### src/rtl/core/lse_pkg.sv
// shared types, constants and helpers for the lsb stego embed/extract block
package lse_pkg;

  localparam int MSG_DEPTH = 1024;
  localparam int MSG_AW    = $clog2(MSG_DEPTH);
  localparam int MSG_CW    = $clog2(MSG_DEPTH + 1);

  localparam int BP_W   = 26;
  localparam int BIDX_W = BP_W - 3;
  localparam int PIX_W  = 24;
  localparam int CAP_W  = PIX_W + 2;
  localparam int MLEN_W = 11;
  localparam int TOT_W  = MLEN_W + 4;
  localparam int LIM_W  = 36;

  localparam int CFG_IW = 2;
  localparam int CFG_DW = 24;

  localparam logic [CFG_IW-1:0] CFG_MODE   = 2'd0;
  localparam logic [CFG_IW-1:0] CFG_PIXELS = 2'd1;
  localparam logic [CFG_IW-1:0] CFG_MSGLEN = 2'd2;

  localparam logic KIND_MSG   = 1'b0;
  localparam logic KIND_PIXEL = 1'b1;

  localparam logic MODE_EMBED = 1'b0;

  localparam int LEN_BITS = 32;

  typedef enum logic [1:0] {
    ST_OK        = 2'd0,
    ST_TOO_LONG  = 2'd1,
    ST_NO_ROOM   = 2'd2,
    ST_TRUNCATED = 2'd3
  } status_t;

  typedef struct packed {
    logic [BP_W-1:0] bp;
    logic [31:0]     len_sh;
    logic [7:0]      byte_sh;
    status_t         err;
  } frame_state_t;

  typedef struct packed {
    logic [2:0][7:0] rgb;
    logic            byte_valid;
    logic [7:0]      message_byte;
    logic            done;
    status_t         status;
  } pix_result_t;

  // byte of the message that holds bit position bp
  function automatic logic [BIDX_W-1:0] byte_index(input logic [BP_W-1:0] bp);
    logic [BP_W-1:0] off;
    off = bp - BP_W'(LEN_BITS);
    if (bp < BP_W'(LEN_BITS)) begin
      byte_index = '0;
    end else begin
      byte_index = off[BP_W-1:3];
    end
  endfunction

endpackage

### src/rtl/core/lse_bit_engine.sv
// per-pixel embed/extract of three lsbs and next frame state
module lse_bit_engine (
  input  logic                         mode,
  input  logic [lse_pkg::PIX_W-1:0]    pixel_count,
  input  logic [lse_pkg::MLEN_W-1:0]   message_length,
  input  lse_pkg::frame_state_t        st,
  input  logic [2:0][7:0]              rgb,
  input  logic [7:0]                   cur_byte,
  input  logic [7:0]                   nxt_byte,
  output lse_pkg::frame_state_t        st_nxt,
  output lse_pkg::pix_result_t         res
);

  always_comb begin
    logic [lse_pkg::PIX_W-1:0]  pc;
    logic [lse_pkg::CAP_W-1:0]  cap;
    logic [lse_pkg::TOT_W-1:0]  total;
    logic [lse_pkg::BIDX_W-1:0] k;
    logic [lse_pkg::BP_W-1:0]   bp;
    logic [lse_pkg::BP_W-1:0]   off;
    logic [31:0]                ls;
    logic [31:0]                ml32;
    logic [7:0]                 bs;
    logic [7:0]                 src;
    logic [lse_pkg::LIM_W-1:0]  lim;
    logic [2:0][7:0]            ch;
    logic                       b;
    logic                       stop;
    logic                       valid;
    logic [7:0]                 mbyte;
    logic                       done;
    lse_pkg::status_t           err;

    pc    = (pixel_count == '0) ? lse_pkg::PIX_W'(1) : pixel_count;
    cap   = {2'b00, pc} + {1'b0, pc, 1'b0};
    total = {message_length, 3'b000} + lse_pkg::TOT_W'(lse_pkg::LEN_BITS);
    k     = lse_pkg::byte_index(st.bp);
    ml32  = {{(32 - lse_pkg::MLEN_W){1'b0}}, message_length};
    bp    = st.bp;
    ls    = st.len_sh;
    bs    = st.byte_sh;
    ch    = rgb;
    err   = st.err;
    stop  = 1'b0;
    valid = 1'b0;
    mbyte = '0;
    done  = 1'b0;
    off   = '0;
    src   = '0;
    b     = 1'b0;
    lim   = '0;

    if (err == lse_pkg::ST_OK) begin
      if (mode == lse_pkg::MODE_EMBED) begin
        if ((message_length > lse_pkg::MLEN_W'(lse_pkg::MSG_DEPTH)) ||
            ({{(lse_pkg::CAP_W - lse_pkg::TOT_W){1'b0}}, total} > cap)) begin
          err = lse_pkg::ST_TOO_LONG;
        end
      end else if (cap < lse_pkg::CAP_W'(lse_pkg::LEN_BITS)) begin
        err = lse_pkg::ST_NO_ROOM;
      end
    end

    if (err == lse_pkg::ST_OK) begin
      for (int c = 0; c < 3; c++) begin
        if (!stop) begin
          if (mode == lse_pkg::MODE_EMBED) begin
            if (bp < {{(lse_pkg::BP_W - lse_pkg::TOT_W){1'b0}}, total}) begin
              if (bp < lse_pkg::BP_W'(lse_pkg::LEN_BITS)) begin
                b = ml32[5'd31 - bp[4:0]];
              end else begin
                off = bp - lse_pkg::BP_W'(lse_pkg::LEN_BITS);
                src = (off[lse_pkg::BP_W-1:3] == k) ? cur_byte : nxt_byte;
                b   = src[3'd7 - off[2:0]];
              end
              ch[c] = {ch[c][7:1], b};
              bp    = bp + lse_pkg::BP_W'(1);
            end
          end else begin
            b   = ch[c][0];
            lim = lse_pkg::LIM_W'(lse_pkg::LEN_BITS) + {ls, 3'b000};
            if (bp < lse_pkg::BP_W'(lse_pkg::LEN_BITS)) begin
              ls  = {ls[30:0], b};
              bp  = bp + lse_pkg::BP_W'(1);
              lim = lse_pkg::LIM_W'(lse_pkg::LEN_BITS) + {ls, 3'b000};
              if ((bp == lse_pkg::BP_W'(lse_pkg::LEN_BITS)) &&
                  (lim > lse_pkg::LIM_W'(cap))) begin
                err  = lse_pkg::ST_TRUNCATED;
                stop = 1'b1;
              end
            end else if (lse_pkg::LIM_W'(bp) < lim) begin
              bs = {bs[6:0], b};
              bp = bp + lse_pkg::BP_W'(1);
              if (bp[2:0] == 3'b000) begin
                valid = 1'b1;
                mbyte = bs;
              end
            end
          end
        end
      end
      if (err == lse_pkg::ST_OK) begin
        lim = lse_pkg::LIM_W'(lse_pkg::LEN_BITS) + {ls, 3'b000};
        if (mode == lse_pkg::MODE_EMBED) begin
          done = (bp >= {{(lse_pkg::BP_W - lse_pkg::TOT_W){1'b0}}, total});
        end else begin
          done = (bp >= lse_pkg::BP_W'(lse_pkg::LEN_BITS)) && (lse_pkg::LIM_W'(bp) >= lim);
        end
      end
    end

    st_nxt.bp        = bp;
    st_nxt.len_sh    = ls;
    st_nxt.byte_sh   = bs;
    st_nxt.err       = err;
    res.rgb          = ch;
    res.byte_valid   = valid;
    res.message_byte = mbyte;
    res.done         = done;
    res.status       = err;
  end

endmodule

### config.mk
export PLATFORM = sky130hd
export DESIGN_NAME = lse_bit_engine
export DESIGN_NICKNAME = d
export VERILOG_FILES = /design/src/rtl/core/lse_pkg.sv /design/src/rtl/core/lse_bit_engine.sv
export SDC_FILE = /design/constraint.sdc
export NUM_CORES = 1
export LEC_CHECK = 0
export ABC_AREA = 1
export BUFFER_PORTS_ARGS = -buffer_cell sky130_fd_sc_hd__buf_2
export CORE_ASPECT_RATIO = 1.1
export CORE_MARGIN = 2
export CORE_UTILIZATION = 45
export DETAILED_ROUTE_END_ITERATION = 10
export GPL_TIMING_DRIVEN = 0
export SYNTH_ARGS = -nofsm -noshare
export SYNTH_HDL_FRONTEND = slang
export SYNTH_SLANG_ARGS = --single-unit
### constraint.sdc
create_clock -name vclk -period 30.9
set_input_delay 9.27 -clock vclk [all_inputs]
set_output_delay 9.27 -clock vclk [all_outputs]
set_load 0.02 [all_outputs]
-- Word level (Yosys, flattened, before mapping)
Index checks and enable logic that the tools add are counted.
- bits in latches: 0
- bits in writable memories: 0
- output and inout bits: 104
- memories kept: 0
- word-level logic and storage cells: 193
- flip-flop bits (word level): 0
- input bits: 144
- bits in read-only memories: 0
- reductions and logical operators: 12
- muxes and demuxes: 130
- $lt $le $gt $ge: 24
- multipliers: 0
- div/mod/pow operators: 0
- equal/unequal tests: 6
- shifts and indexed selects: 0
- add/sub/neg operators: 21
- bitwise gates (word level): 0
- operator list (operator ; number):
    $mux W26 ; 18
    $mux W32 ; 12
    $add A6 B35 Y36 const A ; 7
    $mux W8 ; 30
    $gt A36 B26 Y1 ; 3
    $lt A26 B36 Y1 ; 3
    $lt A26 B6 Y1 const B ; 4
    $add A26 B1 Y26 const B ; 3
    $eq A26 B6 Y1 const B ; 3
    $lt A26 B15 Y1 ; 3
    $sub A26 B6 Y26 const B ; 3
    $eq A23 B23 Y1 ; 3
    $mux W1 ; 44
    $ge A26 B36 Y1 ; 1
    $mux W2 ; 17
    $add A24 B25 Y26 ; 1
    $ge A26 B15 Y1 ; 1
    $ge A26 B6 Y1 const B ; 1
    $gt A15 B26 Y1 ; 1
    $logic_not A24 Y1 ; 1
    $mux W24 ; 1
    $mux W23 ; 1
    $lt A5 B6 Y1 const B ; 3
    $mux W17 ; 1
    11 further kinds ; 28

-- Longest topological paths before layout
Gate-level depths: netlist (run 1).
- depth after elaboration: 28
- depth in mapped cells: 78
- mapped depth without buffers: 77

-- Least setup slack after synthesis (run 1)
No wires, ideal clock.
- path kind: input-to-output
- from: in pixel_count[2] (netlist bit)
- to: out res[2] (netlist bit)
- stages: 69
- path buffers: 3
- data required time: 21630 ps
- arrival: 17893 ps
- slack: 3737 ps
- path through: clkbuf_1 fa_1 nand3_1 nand2_1 nand3_1 nand3_1 a31oi_1 o21ai_0 nand2_1 nand2_1 a21oi_1 o21bai_1 a21oi_1 o21ai_0 xnor2_1 ha_1 nand2_1 nor4_1 [... 33 more ...] buf_2 nand2_1 nand2_1 a21oi_1 ha_1 nand2_1 or4_1 a31oi_1 o31ai_1 o211ai_1 nand3_1 nand2_1 nor2_1 nor2_1 nand4_1 nand2_1 inv_1 nor2_1
- RTL lines (element ; RTL line ; text):
    start: declaration ; lse_bit_engine.sv:4 ; input logic [lse_pkg::PIX_W-1:0] pixel_count,
    end: declaration ; lse_bit_engine.sv:11 ; output lse_pkg::pix_result_t res

==> flow_summary.ini, run 1 <==
[run_status]
status = finished with violations
failed_checks = capacitance limit, slew limit

[place]
finalWeightedCongestion = 1.126
hpwl_mm = 91.94
pre_cts_slack_ns = 0.1010
port_buffers = 218

[sta]
tightest_slew_ns = 1.536
finalHoldViolCount = 0
slew_headroom_pct = -3.749
max_freq_mhz = 33.20
timing.hold.ws_ns = 18.76
setup_viol = 0
fin_crit_ns = 30.12
slew_viol_final = 2
period_share_pct = 97.47
finalWorstSetupSlack_ns = 0.7821

[cells_and_area]
seq_cells = 0
fillers = 5243
seqCellArea_sq_um = 0
area_growth_pct = 9.947
final_net_count = 4507
drive_above_1_share_pct = 13.03
clock_buffers = 0

[synthesis]
synthCells = 3867
synth.area.top_cells = nand2_1 22%, ha_1 16%, xor2_1 8.4%
ys_seq_area_share_pct = 0
synth_cell_types = 65
synth_nets = 4274
syn_area_per_cell_sq_um = 5.351
mappedNetlistArea_sq_mm = 0.02069
synth_top_cell_by_area = nand2_1
ys_warn_count = 0
yosysTopAreaCellShare_pct = 21.84

[critical_path]
cp-end-kind = output pin
arrival_ns = 20.85
slowest_delay_ns = 0.85
critPathKind = input pin to output pin
cp_max_fo = 10
critPathSlowestCell = xor2_1
worstPathRequired_ns = 21.63
start_kind = input pin
crit_path_frequent_cell = nand2_1

[route]
wire_per_inst_um = 23.24
vias = 27790
drc = 0
drt_iter0_drc = 3895
ant_nets = 0
dr.pass1.iters = 7
via_per_inst = 5.930
finalWirelength_mm = 108.9

[floorplanning]
die_w_um = 208.5
coreArea_sq_mm = 0.04545
die_h_um = 228.9
start_util_pct = 45.53
fp.dieArea_sq_mm = 0.04772
rows = 82
boundaryPins = 248

[global_routing]
grt_max_degree = 12
overflow = 0
antenna_found_initial = 1
grt_pass1_wl_mm = 157.2
grt_pass1_vias = 25150
track_usage_pct = 43.62

[hold_path]
hold_path.class = input pin to output pin

[cts]
hold_buffers = 0

[flow_run]
maxCapViolations = 2
-- Yosys cell counts, drive strengths merged, types with 4 or more instances --
| master | instances |
|---|---|
| nand2 | 1264 |
| nor2 | 492 |
| inv | 427 |
| nand3 | 280 |
| ha | 262 |
| o21ai | 255 |
| xor2 | 198 |
| a21oi | 178 |
| nand4 | 155 |
| buf | 92 |
| nor3 | 55 |
| clkbuf | 50 |
| xnor2 | 23 |
| a211oi | 20 |
| nor4 | 20 |
| o211ai | 14 |
| a31oi | 9 |
| clkinv | 8 |
| nand3b | 6 |
| and2 | 5 |
| o21a | 5 |
| a221oi | 4 |
| o221ai | 4 |
| o31ai | 4 |
-- layer usage --
metal	part of all wire [%]	vias to the layer above	GRT usage (%)	routed length [um]
li1	-	13180	-	-
met1	38	12390	53.26	41820
met2	43	1785	69.82	46590
met3	10	434	7.062	11230
met4	8.5	0	30.67	9281
met5	0	-	0	0
-- metrics by stage --
stage / instances / setup TNS [ns] / utilization [%] / area [sq um]
after floorplan: 3867 / 0 / - / 20690
after global placement: 4673 / -0.01110 / 49.55 / 22520
after detailed placement: 4674 / 0 / 49.56 / 22530
after CTS: 4674 / 0 / 49.56 / 22530
after global routing: 4686 / -0.09187 / 50.05 / 22750
final: 4687 / 0 / 50.06 / 22750
-- kinds of logic after synthesis --
kind of cell	Yosys count	synth area share (%)
mux	1	0.05442
fa+ha+maj	263	15.94
simple gates	2289	48.41
xor+xnor	221	9.354
buf+inv	577	11.95
compound gates	516	14.29
-- critical path, delay by kind of cell --
family / cells / cell delay, ns
simple gates: 44 / 5.38
compound gates: 14 / 2.31
fa+ha+maj: 5 / 1.61
buf+inv: 10 / 1.38
xor+xnor: 1 / 0.85
-- final cells by class --
class                           count  area, sq um  area share, %
Multi-Input combinational cell   3290        18340          80.60
Antenna cell                        1        2.502        0.01100
Inverter                          435         1644          7.227
Timing Repair Buffer              231         1189          5.225
Buffer                            142        843.3          3.707
Tap cell                          588        735.7          3.234
-- repair_timing --
item / 4_1_cts / 5_1_grt
setup endpoints to repair: 0 / 3
buffers inserted: 0 / 12
gates resized for setup: 0 / 28
endpoints found under the hold margin: 0 / 0
-- layout by cell type, fill, tap and decap left out, drive strengths merged, types with 4 or more instances in the layout --
cell type	count
a211oi	20
buf	322
nand4	155
inv	426
o21a	5
nor3	55
a21oi	178
clkinv	6
a31oi	9
o31ai	4
nand3b	6
ha	262
xor2	198
a221oi	4
o211ai	14
o21ai	255
o221ai	4
nand2	1264
clkbuf	51
nor4	20
and2	5
nor2	492
nand3	280
xnor2	23
-- final timing paths --
check                      start      end  depth (start not counted)
hold / removal            rgb[6]  res[18]                          2
setup / recovery  pixel_count[2]   res[2]                         74
==> run 2, diff against run 1 <==
--- a/config.mk
+++ b/config.mk
@@ -6,10 +6,11 @@
 export NUM_CORES = 1
 export LEC_CHECK = 0
 export ABC_AREA = 1
+export ABC_CLOCK_PERIOD_IN_PS = 37000
 export BUFFER_PORTS_ARGS = -buffer_cell sky130_fd_sc_hd__buf_2
 export CORE_ASPECT_RATIO = 1.1
 export CORE_MARGIN = 2
-export CORE_UTILIZATION = 45
+export CORE_UTILIZATION = 40
 export DETAILED_ROUTE_END_ITERATION = 10
 export GPL_TIMING_DRIVEN = 0
 export SYNTH_ARGS = -nofsm -noshare
==> constraint.sdc (replaced) <==
create_clock -name vclk -period 37
set_input_delay 11.1 -clock vclk [all_inputs]
set_output_delay 11.1 -clock vclk [all_outputs]
set_load 0.02 [all_outputs]
==> flow_summary.ini, run 2 (synthesized netlist as in run 1, its figures left out) <==
[sta]
rsz0062_at_grt = no
period_share_pct = 94.15
slew_headroom_pct = -4.547
timing.hold.ws_ns = 22.42
finalHoldViolCount = 0
tightest_slew_ns = 1.548
max_freq_mhz = 28.71
fin_crit_ns = 34.84
fin_tns_setup_ns = 0
finalWorstSetupSlack_ns = 2.163
slew_viol_final = 2
setup_viol = 0

[place]
hpwl_mm = 88.64
finalWeightedCongestion = 1.095
port_buffers = 218
pre_cts_slack_ns = 2.641

[critical_path]
cp-end-kind = output pin
setup.worst_path.start = pixel_count[2]
worstPathRequired_ns = 25.90
critPathSlowestCell = xnor2_1
crit_path_frequent_cell = nand2_1
arrival_ns = 23.74
cp_max_fo = 10
slowest_delay_ns = 0.82
start_kind = input pin
critPathKind = input pin to output pin

[route]
drc = 0
drt_iter0_drc = 3381
wire_per_inst_um = 21.81
via_per_inst = 5.777
dr.pass1.iters = 8
finalWirelength_mm = 103.8
ant_nets = 0
vias = 27480

[floorplanning]
boundaryPins = 248
fp.dieArea_sq_mm = 0.05357
rows = 87
die_h_um = 242.5
start_util_pct = 40.45
die_w_um = 220.9
coreArea_sq_mm = 0.05116

[cts]
hold_buffers = 0
cts_resized = 0
cts_setup_buffers = 0

[global_routing]
track_usage_pct = 36.76
grt_max_degree = 12
antenna_found_initial = 4
overflow = 0
grt_pass1_wl_mm = 151.7
grt_pass1_vias = 25090

[cells_and_area]
mostFrequentLayoutCell = nand2_1
area_growth_pct = 9.415
drive_above_1_share_pct = 12.23
seqCellArea_sq_um = 0
fin_util_pct = 44.25
clock_buffers = 0
final_net_count = 4496
seq_cells = 0
final_cell_mix = 1,204 x nand2_1, 438 x nor2_1, 387 x inv_1

[run_status]
status = finished with violations
failed_checks = capacitance limit, slew limit

[flow_run]
maxCapViolations = 1

[hold_path]
hold_path.class = input pin to output pin
min_from = rgb[12]
run 2: per-layer routing:
layer  GRT usage [%]  vias to the layer above  wire [um]  share of wire, %
li1                -                    13140          -                 -
met1           44.74                    12300      40060                39
met2           59.11                     1625      44600                43
met3           5.518                      420      10230               9.9
met4           26.15                        2       8868               8.5
met5               0                        -         12             0.012
run 2: worst paths after layout:
| check | to | slack (ns) | cells past startpoint |
|---|---|---|---|
| worst max-delay path | res[2] | 2.16 | 76 |
| worst min-delay path | res[24] | 22.42 | 2 |
run 2: per-stage QoR:
stage | instance area [sq um] | instances
6_report | 22640 | 4757
5_1_grt | 22630 | 4754
4_1_cts | 22630 | 4754
3_5_place_dp | 22630 | 4754
3_3_place_gp | 22620 | 4752
2_1_floorplan | 20690 | 3867
run 2: layout make-up:
cell class,instances,area (sq um)
diodes,3,7.507
plain buffers,142,839.6
fillers,5964,28520
inverters,435,1633
multi-input cells,3290,18220
well taps,667,834.6
repair buffers,220,1106
run 2: critical path, delay by kind of cell:
family          cells  cell delay, ns
fa+ha+maj           5            1.77
xor+xnor            1            0.82
compound gates     14            2.28
simple gates       47            6.26
buf+inv             9            1.45
